## src/rtl/core/spq_pkg.sv

```systemverilog
// Shared types and constants of the sorted priority queue.
package spq_pkg;

  localparam int unsigned Capacity  = 16;
  localparam int unsigned CntW      = $clog2(Capacity + 1);
  localparam int unsigned CountOutW = 5;
  localparam int unsigned IdW       = 8;
  localparam int unsigned PrioW     = 32;

  typedef enum logic [1:0] {
    ST_OK        = 2'd0,
    ST_FULL      = 2'd1,
    ST_NOT_FOUND = 2'd2,
    ST_DUPLICATE = 2'd3
  } status_e;

  typedef enum logic {
    FUNC_INSERT = 1'b0,
    FUNC_REMOVE = 1'b1
  } func_e;

  typedef enum logic [1:0] {
    S_IDLE,
    S_EVAL,
    S_UPDATE
  } state_e;

  typedef struct packed {
    logic capture;
    logic eval;
    logic update;
  } dp_cmd_t;

  typedef struct packed {
    logic out_busy;
  } dp_status_t;

endpackage

```

## src/rtl/core/sorted_priority_queue.sv

```systemverilog
// Top level of the sorted priority queue: controller plus datapath.
// Usage:
//   Input channel (in_valid_i/in_ready_o) carries one request per transfer:
//   func_i selects insert or remove, entry_id_i names the entry and
//   priority_req_i gives its signed priority on insert.
//   Output channel (out_valid_o/out_ready_i) returns one result per request:
//   status, head entry (highest priority, oldest among equals) and count.
//   The table keeps up to 16 entries sorted in flip-flops; each request passes
//   through a compare step of parallel compares over all slots (S_EVAL) and
//   a parallel shift step (S_UPDATE), registered in turn, before out_valid_o.
//   The controller runs this compare-then-shift sequence for each request;
//   the next request is taken in the update cycle.
//   A finished result waits in the output register; while it is not taken,
//   the following request still gets through its compare cycle, then holds in
//   update and in_ready_o stays low until the receiver drains the result.
//   Reset empties the queue and the output register; no clearing pass.
module sorted_priority_queue (
  input  logic                              clk_i,
  input  logic                              rst_ni,
  input  logic                              in_valid_i,
  output logic                              in_ready_o,
  input  logic                              func_i,
  input  logic [spq_pkg::IdW-1:0]           entry_id_i,
  input  logic signed [spq_pkg::PrioW-1:0]  priority_req_i,
  output logic                              out_valid_o,
  input  logic                              out_ready_i,
  output logic [1:0]                        status_o,
  output logic                              head_valid_o,
  output logic [spq_pkg::IdW-1:0]           head_id_o,
  output logic signed [spq_pkg::PrioW-1:0]  head_priority_o,
  output logic [spq_pkg::CountOutW-1:0]     entry_count_o
);
  import spq_pkg::*;

  dp_cmd_t    cmd;
  dp_status_t stat;

  spq_ctrl u_ctrl (
    .clk_i       (clk_i),
    .rst_ni      (rst_ni),
    .in_valid_i  (in_valid_i),
    .in_ready_o  (in_ready_o),
    .out_ready_i (out_ready_i),
    .stat_i      (stat),
    .cmd_o       (cmd)
  );

  spq_datapath u_dp (
    .clk_i           (clk_i),
    .rst_ni          (rst_ni),
    .cmd_i           (cmd),
    .stat_o          (stat),
    .func_i          (func_i),
    .entry_id_i      (entry_id_i),
    .priority_req_i  (priority_req_i),
    .out_ready_i     (out_ready_i),
    .out_valid_o     (out_valid_o),
    .status_o        (status_o),
    .head_valid_o    (head_valid_o),
    .head_id_o       (head_id_o),
    .head_priority_o (head_priority_o),
    .entry_count_o   (entry_count_o)
  );

endmodule

```

## src/rtl/core/spq_datapath.sv

```systemverilog
// Datapath: request capture, sorted slot table, compare flags and result register.
module spq_datapath (
  input  logic                              clk_i,
  input  logic                              rst_ni,
  input  spq_pkg::dp_cmd_t                  cmd_i,
  output spq_pkg::dp_status_t               stat_o,
  input  logic                              func_i,
  input  logic [spq_pkg::IdW-1:0]           entry_id_i,
  input  logic signed [spq_pkg::PrioW-1:0]  priority_req_i,
  input  logic                              out_ready_i,
  output logic                              out_valid_o,
  output logic [1:0]                        status_o,
  output logic                              head_valid_o,
  output logic [spq_pkg::IdW-1:0]           head_id_o,
  output logic signed [spq_pkg::PrioW-1:0]  head_priority_o,
  output logic [spq_pkg::CountOutW-1:0]     entry_count_o
);
  import spq_pkg::*;

  func_e                   req_func_q;
  logic [IdW-1:0]          req_id_q;
  logic signed [PrioW-1:0] req_prio_q;

  logic signed [PrioW-1:0] slot_prio_q [Capacity];
  logic signed [PrioW-1:0] slot_prio_d [Capacity];
  logic [IdW-1:0]          slot_id_q   [Capacity];
  logic [IdW-1:0]          slot_id_d   [Capacity];
  logic [CntW-1:0]         count_q, count_d;

  logic [Capacity-1:0] match, ge, after;
  logic [Capacity-1:0] ge_q, after_q;
  logic                match_any_q, full_q;

  logic    do_ins, do_rm;
  status_e status_d;

  logic                    out_valid_q;
  status_e                 res_status_q;
  logic                    res_head_valid_q;
  logic [IdW-1:0]          res_head_id_q;
  logic signed [PrioW-1:0] res_head_prio_q;
  logic [CntW-1:0]         res_count_q;

  always_ff @(posedge clk_i) begin
    if (cmd_i.capture) begin
      req_func_q <= func_e'(func_i);
      req_id_q   <= entry_id_i;
      req_prio_q <= priority_req_i;
    end
  end

  // Per-slot compares; only held positions take part.
  always_comb begin
    for (int i = 0; i < Capacity; i++) begin
      match[i] = (CntW'(i) < count_q) && (slot_id_q[i] == req_id_q);
      ge[i]    = (CntW'(i) < count_q) && (slot_prio_q[i] >= req_prio_q);
    end
    after[0] = match[0];
    for (int i = 1; i < Capacity; i++) begin
      after[i] = after[i-1] | match[i];
    end
  end

  always_ff @(posedge clk_i) begin
    if (cmd_i.eval) begin
      ge_q        <= ge;
      after_q     <= after;
      match_any_q <= |match;
      full_q      <= (count_q == CntW'(Capacity));
    end
  end

  always_comb begin
    do_ins = 1'b0;
    do_rm  = 1'b0;
    if (req_func_q == FUNC_INSERT) begin
      if (match_any_q)  status_d = ST_DUPLICATE;
      else if (full_q)  status_d = ST_FULL;
      else begin
        status_d = ST_OK;
        do_ins   = 1'b1;
      end
    end else begin
      if (match_any_q) begin
        status_d = ST_OK;
        do_rm    = 1'b1;
      end else begin
        status_d = ST_NOT_FOUND;
      end
    end
  end

  // Shift the table: insert opens a gap after the last entry of equal or
  // higher priority, remove closes the gap at the matching slot.
  always_comb begin
    for (int i = 0; i < Capacity; i++) begin
      slot_prio_d[i] = slot_prio_q[i];
      slot_id_d[i]   = slot_id_q[i];
    end
    if (do_ins) begin
      if (!ge_q[0]) begin
        slot_prio_d[0] = req_prio_q;
        slot_id_d[0]   = req_id_q;
      end
      for (int i = 1; i < Capacity; i++) begin
        if (!ge_q[i]) begin
          if (ge_q[i-1]) begin
            slot_prio_d[i] = req_prio_q;
            slot_id_d[i]   = req_id_q;
          end else begin
            slot_prio_d[i] = slot_prio_q[i-1];
            slot_id_d[i]   = slot_id_q[i-1];
          end
        end
      end
    end else if (do_rm) begin
      for (int i = 0; i < Capacity - 1; i++) begin
        if (after_q[i]) begin
          slot_prio_d[i] = slot_prio_q[i+1];
          slot_id_d[i]   = slot_id_q[i+1];
        end
      end
    end
    if (do_ins)     count_d = count_q + CntW'(1);
    else if (do_rm) count_d = count_q - CntW'(1);
    else            count_d = count_q;
  end

  always_ff @(posedge clk_i) begin
    if (cmd_i.update) begin
      for (int i = 0; i < Capacity; i++) begin
        slot_prio_q[i] <= slot_prio_d[i];
        slot_id_q[i]   <= slot_id_d[i];
      end
    end
  end

  always_ff @(posedge clk_i or negedge rst_ni) begin
    if (!rst_ni) begin
      count_q     <= '0;
      out_valid_q <= 1'b0;
    end else begin
      if (cmd_i.update) begin
        count_q     <= count_d;
        out_valid_q <= 1'b1;
      end else if (out_ready_i) begin
        out_valid_q <= 1'b0;
      end
    end
  end

  always_ff @(posedge clk_i) begin
    if (cmd_i.update) begin
      res_status_q     <= status_d;
      res_head_valid_q <= (count_d != '0);
      res_head_id_q    <= (count_d != '0) ? slot_id_d[0] : '0;
      res_head_prio_q  <= (count_d != '0) ? slot_prio_d[0] : '0;
      res_count_q      <= count_d;
    end
  end

  assign stat_o.out_busy = out_valid_q;
  assign out_valid_o     = out_valid_q;
  assign status_o        = res_status_q;
  assign head_valid_o    = res_head_valid_q;
  assign head_id_o       = res_head_id_q;
  assign head_priority_o = res_head_prio_q;
  assign entry_count_o   = res_count_q[CountOutW-1:0];

endmodule

```

## src/rtl/core/spq_ctrl.sv

```systemverilog
// Controller: sequences capture, compare and table update for each request.
module spq_ctrl (
  input  logic                clk_i,
  input  logic                rst_ni,
  input  logic                in_valid_i,
  output logic                in_ready_o,
  input  logic                out_ready_i,
  input  spq_pkg::dp_status_t stat_i,
  output spq_pkg::dp_cmd_t    cmd_o
);
  import spq_pkg::*;

  state_e state_q, state_d;
  logic   can_load;
  logic   accept;

  // The result register is free when empty or drained in this cycle.
  assign can_load = !stat_i.out_busy || out_ready_i;
  assign accept   = in_valid_i && in_ready_o;

  always_comb begin
    state_d = state_q;
    case (state_q)
      S_IDLE: begin
        if (accept) state_d = S_EVAL;
      end
      S_EVAL: begin
        state_d = S_UPDATE;
      end
      S_UPDATE: begin
        if (can_load) state_d = accept ? S_EVAL : S_IDLE;
      end
      default: state_d = S_IDLE;
    endcase
  end

  always_comb begin
    in_ready_o  = 1'b0;
    cmd_o       = '0;
    case (state_q)
      S_IDLE: begin
        in_ready_o = 1'b1;
      end
      S_EVAL: begin
        cmd_o.eval = 1'b1;
      end
      S_UPDATE: begin
        in_ready_o   = can_load;
        cmd_o.update = can_load;
      end
      default: ;
    endcase
    cmd_o.capture = in_valid_i && in_ready_o;
  end

  always_ff @(posedge clk_i or negedge rst_ni) begin
    if (!rst_ni) begin
      state_q <= S_IDLE;
    end else begin
      state_q <= state_d;
    end
  end

endmodule

```

## config.mk

```make
export PLATFORM = sky130hd
export DESIGN_NAME = sorted_priority_queue
export DESIGN_NICKNAME = d
export VERILOG_FILES = /design/src/rtl/core/spq_pkg.sv /design/src/rtl/core/sorted_priority_queue.sv /design/src/rtl/core/spq_datapath.sv /design/src/rtl/core/spq_ctrl.sv
export SDC_FILE = /design/constraint.sdc
export NUM_CORES = 2
export LEC_CHECK = 0
export BUFFER_PORTS_ARGS = -buffer_cell sky130_fd_sc_hd__buf_4
export CAP_MARGIN = 20
export CORE_ASPECT_RATIO = 1.75
export CORE_MARGIN = 3
export CORE_UTILIZATION = 50
export CTS_CLUSTER_SIZE = 16
export DETAILED_ROUTE_END_ITERATION = 16
export HOLD_SLACK_MARGIN = 0.06
export PLACE_DENSITY_LB_ADDON = 0.15
export RECOVER_POWER = 50
export SLEW_MARGIN = 40
export SYNTH_ARGS = -nofsm -noshare
export SYNTH_HDL_FRONTEND = slang
export SYNTH_HIERARCHICAL = 1
export SYNTH_SLANG_ARGS = --single-unit
```

## constraint.sdc

```tcl
create_clock -name clk_i -period 25 [get_ports clk_i]
set_clock_uncertainty 0.15 [all_clocks]
set_input_delay 2.5 -clock clk_i [delete_from_list [all_inputs] [get_ports clk_i]]
set_output_delay 2.5 -clock clk_i [all_outputs]
set_load 0.01 [all_outputs]
```

==> impl.org <==
** Placed design
- Final estimated routing congestion in global placement :: between 0.9 and 1
- During placement, the flow inserted port buffers numbering 94.
- The number of placed instances, taps included, is around 6,000.
- Half-perimeter wire length after detailed placement :: 115,000 µm

** Yosys
- Cell types with the highest counts after synthesis :: 762 x edfxtp_1, 636 x o21ai_0, 616 x nand3_1, 564 x mux2i_1, 517 x ha_1
- Number of instances in the synthesized netlist :: ~4,700
- Among all flip-flop cells after synthesis, the most frequent one is edfxtp_1.
- Synth cell types :: 71
- After synthesis, the mean cell area works out to 10.7 µm².
- Top cells by area in the synthesized netlist :: edfxtp_1 45%, ha_1 13%, mux2i_1 11%
- Yosys mapped a number of flops with a built-in enable equal to about 760.
- After synthesis, the share of flip-flops with an asynchronous set or reset is 0.0104.
- Area fraction of the dominant cell type after synthesis :: 0.452
- In this run, synthesis produced a sequential element count of slightly below 800.
- Part of the Yosys area used for sequential elements :: 0.456
- Number of nets produced by synthesis :: 5,276
- Library cell with the highest instance count after synthesis :: edfxtp_1
- For this run, the number of Yosys warnings is 6.
- The biggest area contributor in the post-synthesis netlist is edfxtp_1.
- After synthesis the cells add up to 0.0506 mm².

** Timing
- The final-report hold violation count is 0.
- Post-Route Hold Slack :: about 0.37 ns
- Relative slew margins :: -2.70
- Setup violations remaining at the end of the flow were counted as 0.
- Of the available clock period, the critical path in the final layout requires 0.499.
- Setup TNS Final :: 0 ns
- Fmax achieved :: between 80 and 90 MHz
- Tmin final :: 12.48 ns
- At the pin with the least slew margin, the transition time is 5.55 ns.
- Setup repair after global routing left no endpoint under its margin.
- Final Max Slew Viols :: 1,121

** Floorplanning
- Core Box Area :: about 0.1 mm²
- Number of standard-cell rows in the floorplan :: between 150 and 200
- 95 I/O pins were placed.
- Die area :: between 0.1 and 0.15 mm²
- Initial Util :: 0.506
- The floorplan step set the die width to 246 µm.
- The die is approximately 430 µm tall.

** GRT
- In the global route stage, overall resource usage came out at 0.302.
- Remaining global-route overflow :: 0
- The first global-routing pass estimated 240,000 µm of wire.
- Entering global routing, the biggest net connects 150 pins.
- The initial antenna violation count is 2.
- The via count of the first global-routing pass was 38,900.

** Critical path
- WP data required :: approximately 25 ns
- Reg2reg setup slack :: 12.52 ns
- Start of the worst register-to-register path :: u_dp/match_any_q
- The worst setup path is launched from a flop.
- Endpoint of the worst register-to-register path :: u_dp/slot_prio_q[1][54]
- Worst-path fanout max :: ~150
- STA classifies the critical path endpoint as a flop.
- Worst setup path class :: reg -> reg
- For the worst setup path, the data arrival time is 12.56 ns.
- R2r worst-path depth :: 6

** Routing
- Detailed-route via count :: 38,500
- Post-route ant nets :: 0
- Number of design-rule violations left by the first detailed-router iteration :: approximately 3,200
- Dividing the detail-routed via count by the number of cells gives 6.44.
- Detailed-routing iteration count for the pre-antenna-repair pass :: 7
- In the routed design, unresolved DRC markers number 0.
- Routed wirelength normalized by instance count :: 27.0 µm
- WL final :: 161,000 µm

** Clocking
- Max clock buf depth :: 3
- The clock tree synthesis step divided the H-tree into 3 levels.
- After clock tree synthesis, the repair step resized 0 gates.
- TritonCTS built the clock tree.
- For the worst-skew pair, the clock arrives at the later sink with an insertion delay of between 0.6 and 0.7 ns.
- Number of buffers added by the clock tree synthesis step :: 79
- Post-CTS timing repair inserted 0 buffers for setup.
- After clock tree synthesis, the clock-pin slew on the worst setup and hold paths is 0.06 ns.
- The clock drives 770 sinks.
- The number of hold buffers added after CTS was 0.
- Master cell of the clock root buffer :: clkbuf_16

** Outcome
- Result of the run :: finished, violations left
- Violations in the final reports :: max-capacitance violations, max-slew violations

** Pwr
- Dividing total power by cell area gives a power density of 64.7 mW/mm².
- In this run the static leakage power is roughly 21 nW.
- The design draws 3.54 mW.
- IR Drop Worst-Case VDD :: between 60 and 70 µV

** Layout
- Area growth, synth to finish :: 8.14%
- In the final design database the tool counted 5,169 nets.
- The finished layout holds ~6,000 standard cells, fillers aside.
- Of the cells placed in the final design, the portion with a size suffix greater than 1 is 0.0850.

** Worst hold path
- Along the worst hold path, the cell count comes to 1.
- The tightest min-delay check is of the reg -> reg type.
- In this run the most critical hold path is launched from u_dp/out_valid_o.
- For hold timing, the worst endpoint is u_dp/out_valid_o.

** Job
- # Max-Cap Violations :: 19
-- where the power goes --
part	switching, mW	internal [mW]
Sequential	0.0668	1.51
Clock	0.532	0.617
Combinational	0.511	0.300
-- final cells by class --
cell class	instances	area [µm²]
fillers	8879	45200
multi-input cells	3484	25800
flip-flops and latches	770	23100
clock buffers	96	2100
well taps	1317	1650
repair buffers	202	1540
inverters	70	263
clock inverters	39	249
diodes	3	7.51
-- critical path: stages (launching register included) --
cell	delay [ns]
edfxtp_1	0.41
or3_1	1.12
clkbuf_1	1.58
clkbuf_1	1.10
clkbuf_1	3.93
clkbuf_1	3.00
o21ai_0	0.61
-- cells in the final DEF, fill, tap and decap left out, types with 41 or more instances in the layout --
| cell | count |
|---|---|
| mux2i_1 | 564 |
| nor2_1 | 163 |
| edfxtp_1 | 762 |
| xnor2_1 | 92 |
| ha_1 | 517 |
| a21o_1 | 63 |
| nand4_1 | 97 |
| a21oi_1 | 204 |
| inv_1 | 62 |
| nand2_1 | 101 |
| buf_4 | 126 |
| nand3_1 | 616 |
| nor3_2 | 41 |
| o21ai_0 | 635 |
| o22ai_1 | 44 |
| xor2_1 | 48 |
| clkbuf_16 | 82 |
-- sequential cells by signal, summed over array words and instances (netlist names), 5 cells and up --
| signal | count |
|---|---|
| u_dp/head_priority_o | 32 |
| u_dp/slot_prio_q | 512 |
| u_dp/after_q | 15 |
| u_dp/count_q | 5 |
| u_dp/ge_q | 16 |
| u_dp/head_id_o | 8 |
| u_dp/req_prio_q | 32 |
| u_dp/slot_id_q | 128 |
| u_dp/entry_count_o | 5 |
| u_dp/req_id_q | 8 |
-- worst max-delay path by stage --
stage | startpoint | end | slack [ns] | cells after the start
final | u_dp/match_any_q | u_dp/slot_prio_q[1][54] | 12.52 | 6
after global routing | u_dp/match_any_q | u_dp/slot_prio_q[1][54] | 11.40 | 6
after CTS | out_ready_i | in_ready_o | 19.16 | 4
after detailed placement | out_ready_i | in_ready_o | 19.15 | 4
after global placement | out_ready_i | in_ready_o | 19.17 | 4
after floorplan | out_ready_i | u_dp/slot_id_q[1][56] | 14.49 | 4
-- kinds of logic after synthesis --
family / Yosys count / synth area share
and+or+nand+nor: 1155 / 0.117
AOI/OAI and AO/OA: 1068 / 0.117
DFF: 770 / 0.456
muxes: 604 / 0.121
adders and majority gates: 517 / 0.128
buffers and inverters: 460 / 0.0361
xor gates and xnor gates: 140 / 0.0242
-- stage by stage --
stage	util	area, µm²	worst slack (ns)
floorplan	-	50600	14.49
global placement	0.523	52300	19.17
detailed placement	0.526	52500	19.15
CTS	0.549	54900	19.16
global route	0.547	54700	11.40
finish	0.547	54700	12.52
-- layer usage --
metal	global-route usage	routed length, µm
met5	0	0
met4	0.208	12500
met3	0.0325	7160
met1	0.349	61100
met2	0.525	80500
Note: power is estimated with default switching activity, not from simulation.
